--- config.mk ---
export PLATFORM = sky130hd
export DESIGN_NAME = dmpt_index
export DESIGN_NICKNAME = d
export VERILOG_FILES = /design/src/hdl/dmpt_pkg.sv /design/src/hdl/dmpt_index.sv
export SDC_FILE = /design/constraint.sdc
export NUM_CORES = 1
export LEC_CHECK = 0
export ABC_AREA = 1
export ABC_CLOCK_PERIOD_IN_PS = 800
export BUFFER_PORTS_ARGS = -buffer_cell sky130_fd_sc_hd__buf_2
export CAP_MARGIN = 10
export CORE_MARGIN = 1
export CORE_UTILIZATION = 30
export CTS_BUF_LIST = sky130_fd_sc_hd__clkbuf_2
export DETAILED_ROUTE_END_ITERATION = 7
export PLACE_DENSITY_LB_ADDON = 0.08
export SLEW_MARGIN = 20
export SYNTH_ARGS = -nofsm -noshare
export SYNTH_HDL_FRONTEND = slang
export SYNTH_SLANG_ARGS = --single-unit
--- constraint.sdc ---
create_clock -name clock -period 0.8 [get_ports clock]
set_clock_uncertainty 0.05 [all_clocks]
set_input_delay 0.04 -clock clock [delete_from_list [all_inputs] [get_ports clock]]
set_output_delay 0.04 -clock clock [all_outputs]
set_load 0.01 [all_outputs]
--- src/hdl/dmpt_pkg.sv ---
package dmpt_pkg;

   localparam int ENTRIES_DEF = 16384;

   localparam int TYPE_W  = 2;
   localparam int PID_W   = 17;
   localparam int PAGE_W  = 20;
   localparam int FRAME_W = 14;
   localparam int BADDR_W = 16;
   localparam int BYTE_W  = 8;
   localparam int ENTRY_W = 32;

   localparam int VALID_POS = 31;
   localparam int PID_LSB   = 14;

   localparam logic [TYPE_W-1:0] REQ_LOOKUP = 2'd0;
   localparam logic [TYPE_W-1:0] REQ_FILL   = 2'd1;
   localparam logic [TYPE_W-1:0] REQ_RAW_RD = 2'd2;
   localparam logic [TYPE_W-1:0] REQ_RAW_WR = 2'd3;

   typedef logic [ENTRY_W-1:0] entry_type;

endpackage

--- src/hdl/dmpt_index.sv ---
module dmpt_index import dmpt_pkg::*; #(
   parameter int ENTRIES = ENTRIES_DEF,
   parameter int IDX_W   = (ENTRIES > 1) ? $clog2(ENTRIES) : 1
) (
   input  logic              clock,
   input  logic [PAGE_W-1:0] page_num,
   output logic [IDX_W-1:0]  idx
);

   // page mod ENTRIES by reciprocal multiply, exact for every page_num value
   localparam int SH      = PAGE_W + $clog2(ENTRIES);
   localparam int RECIP_W = PAGE_W + 2;
   localparam int PROD_W  = SH + PAGE_W;
   localparam logic [63:0] RECIP64 =
      ((64'd1 << SH) + 64'(ENTRIES) - 64'd1) / 64'(ENTRIES);
   localparam logic [RECIP_W-1:0] RECIP   = RECIP_W'(RECIP64);
   localparam logic [PAGE_W-1:0]  DIVISOR = PAGE_W'(ENTRIES);

   logic [PROD_W-1:0] prod_ff, prod_in;
   logic [PAGE_W-1:0] page_d_ff, page_d_in;
   logic [IDX_W-1:0]  idx_ff, idx_in;
   logic [PAGE_W-1:0] quot;
   logic [PAGE_W-1:0] rem;

   assign prod_in   = PROD_W'(page_num) * PROD_W'(RECIP);
   assign page_d_in = page_num;

   assign quot   = prod_ff[SH +: PAGE_W];
   assign rem    = page_d_ff - PAGE_W'(quot * DIVISOR);
   assign idx_in = IDX_W'(rem);

   always_ff @(posedge clock) begin
      prod_ff   <= prod_in;
      page_d_ff <= page_d_in;
      idx_ff    <= idx_in;
   end

   assign idx = idx_ff;

endmodule

Yosys cells after proc, flatten, opt, wreduce, memory -nomap -nowiden
Cells that the tools add are included.
{ "classes": {"n_addsub": 1} }
{ "ops": {"columns": ["op", "count"], "rows": [
  ["subtractor 14 x 1 -> 14 bit, second input constant", 1]
]} }
{ "totals": {"register_bits": 28, "input_bits": 21, "output_inout_bits": 14, "wordCells": 3} }

Logic depth before layout (Yosys ltp)
{ "logic_depth": {"word_depth": 1, "ltp_mapped": 0, "mapped_depth_nobuf": 0} }

Worst setup path after synthesis
Ideal clock, no wire load.
{ "synth_path": {"kind": "flip-flop to flip-flop", "startpoint": "register, netlist name prod_ff[20]", "endpoint": "register idx_ff[0], in the netlist idx[0]", "setup_ns": 0.111, "arrival_time_ns": 0.269, "t_required_ns": 0.639, "slack_ns": 0.370, "path_stages_with_launch": 1, "path_buffers": 0, "period_less_slack_ns": 0.430, "cell_sequence": "dfxtp_1"} }
{ "synth_lines": {"columns": ["element", "line", "text"], "rows": [
  ["end signal: assignment", "dmpt_index.sv:35", "idx_ff <= idx_in;"],
  ["end: declaration", "dmpt_index.sv:21", "logic [IDX_W-1:0] idx_ff, idx_in;"]
]} }

Worst setup path in the final report
{ "layout_path": {"startpoint": "register idx_ff[5], in the netlist idx[5]", "endpoint": "output idx[5]"} }
{ "layout_lines": {"columns": ["element", "line", "text"], "rows": [
  ["end: declaration", "dmpt_index.sv:7", "output logic [IDX_W-1:0] idx"]
]} }
No word-level cell between the ends.

==> flow_summary_export.csv <==
group,metric,value,unit
finish,area_growth,59.6,%
power,max-vdd-ir-drop,1.31,mV
routing,vias,327,
grt,grt_remaining_overflow,0,
finish,multi_input_area,0,sq um
timing,rsz0062_at_grt,"yes",
floorplanning,die_h,45.2,microns
timing,timing.hold.ws,282,ps
floorplanning,dieArea,2050,sq um
synthesis,yosysWarningCount,0,
critical_path,rr_startpoint,"prod_ff[31]",
floorplanning,core,1750,sq um
clock_tree,htree_levels,1,
place,placed_area,732,sq um
timing,final.setup.worst_slack,-78.7,ps
power,p_leak,0.000419,uW
critical_path,crit_cells,1,
finish,nFillCells,160,
synthesis,postSynthAreaPerCell,20.0,sq um
run_status,violations,"setup timing",
timing,worst_pin_slew,210,ps
routing,via_per_inst,3.34,
floorplanning,io_pins,35,
routing,wl_per_cell,7.16,microns
run_status,outcome,"finished with violations",
timing,fin_crit_sh,110,%
place,place.gp.congestion,0.534,
timing,setup_viol,14,
critical_path,critPathTopFamily,"flip-flops",
synthesis,syn_inst,28,
min_path,hold_class,"input port to flip-flop",
routing,ant_nets,0,
grt,grt_pass1_vias,273,
timing,fmax,1140,MHz
critical_path,cp_cell_sequence,"buf_2",
clock_tree,postCtsSetupBuffers,0,
critical_path,cp.arrival,790,ps
critical_path,reg2regPathDepth,0,
clock_tree,cts_tree,"yes",
critical_path,critical_path_required,710,ps
power,p_per_area,2310,nW/um^2
place,portBuffers,28,
critical_path,crit_fanout,1,
floorplanning,rows,15,
critical_path,startpoint,"idx[5]",
routing,first_pass_iters,2,
clock_tree,path_clk_slew,210,ps
critical_path,cp-start-kind,"flip-flop",
clock_tree,cts_max_path_buffers,2,
critical_path,slowest_stage,"dfxtp_1",
floorplanning,dieWidth,45.2,microns
critical_path,endpoint,"idx[5]",
floorplanning,start_util,32.1,%
grt,grt_first_pass_wirelength,1060,microns
finish,fin_nets,96,
timing,finalCriticalPeriod,879,ps
clock_tree,clock_latency,320,ps
routing,wirelength,702,microns
synthesis,ys_ff_latch,28,
critical_path,end_kind,"output pin",
critical_path,slowest_delay,350,ps
finish,multi_input_gates,0,
synthesis,seq_area_frac_synth,100,%
critical_path,path_buf_inv,1,
clock_tree,numCtsBuffers,3,
synthesis,netlist_area,561,sq um
clock_tree,cts_root_buffer,"clkbuf_2",
timing,relSlewSlack,86.0,%
critical_path,crit_type,"flip-flop to output pin",
timing,slew_violations,0,
grt,grtUsageTotal,7.97,%
clock_tree,clock_sinks,28,
finish,diodes,0,
timing,hold_viol,0,
routing,drt-initial-drc-count,3,
grt,antenna_found_initial,0,
place,dp_cells,81,
routing,drc,0,
synthesis,synth_cell_type_count,1,
finish,finalNonFillerCells,98,
finish,drive_gt1_share,43.8,%
critical_path,r2r_setup_slack,340,ps
critical_path,r2r-end,"idx[11]",
synthesis,synth_nets,49,
job,maxCapViolations,0,
grt,grt_max_degree,15,
finish,final_area,895,sq um
power,total_power,2060,uW
finish,final_cell_mix,"dfxtp_1, buf_2, dlygate4sd3_1",
cell usage after synthesis:
| library cell | n | area share, % |
|---|---|---|
| dfxtp_1 | 28 | 100 |
sequential cells by signal, summed over array words and instances, names as in the netlist:
register  count
idx          14
prod_ff      14
layer usage:
metal / share of wire, % / global-route usage (%) / up-vias
li1: - / - / 175
met1: 42 / 7.81 / 137
met2: 54 / 12.5 / 15
met3: 4.4 / 3.60 / 0
met4: 0 / 7.27 / 0
met5: 0 / 0 / -
cell families (layout without fill, tap and decap cells):
| kind of cell | count (synthesis) | count (layout) | share of synthesized area, % |
|---|---|---|---|
| DFF | 28 | 28 | 100 |
| buffers and inverters | 0 | 45 | 0 |
where the power goes:
group / switching, uW / internal, uW / total (uW)
Clock: 336 / 102 / 438
Sequential: 13.2 / 1470 / 1480
Combinational: 45.6 / 94.8 / 140
Total: 395 / 1670 / 2060
through the flow:
step	utilization, %	TNS [ps]	worst slack (ps)
6_report	51.3	-1020	-78.7
5_1_grt	51.3	-2380	-178
4_1_cts	50.8	-1510	-121
3_5_place_dp	41.9	0	299
3_3_place_gp	41.9	0	307
2_1_floorplan	-	0	370
what timing repair did:
action,4_1_cts,5_1_grt
hold buffers,14,0
resized for setup,0,2
setup endpoints to repair,14,14
endpoints found under the hold margin,14,0
final cells by class:
cell class / instances / area, sq um / area share, %
Timing Repair Buffer: 42 / 287 / 32.0
Tap cell: 25 / 31.3 / 3.50
Clock buffer: 3 / 15.0 / 1.68
Sequential cell: 28 / 562 / 62.8
how the worst min path moves through the flow:
| stage | end | start | slack (ps) | depth (start not counted) |
|---|---|---|---|---|
| after floorplan | prod_ff[20] | page_num[0] | 20 | 0 |
| after global placement | prod_ff[29] | page_num[9] | 90 | 1 |
| after detailed placement | prod_ff[25] | page_num[5] | 90 | 1 |
| after CTS | prod_ff[32] | page_num[12] | 250 | 2 |
| after global routing | prod_ff[28] | page_num[8] | 220 | 2 |
| final | prod_ff[25] | page_num[5] | 280 | 2 |
No activity file was read; power rests on OpenSTA's default activity.
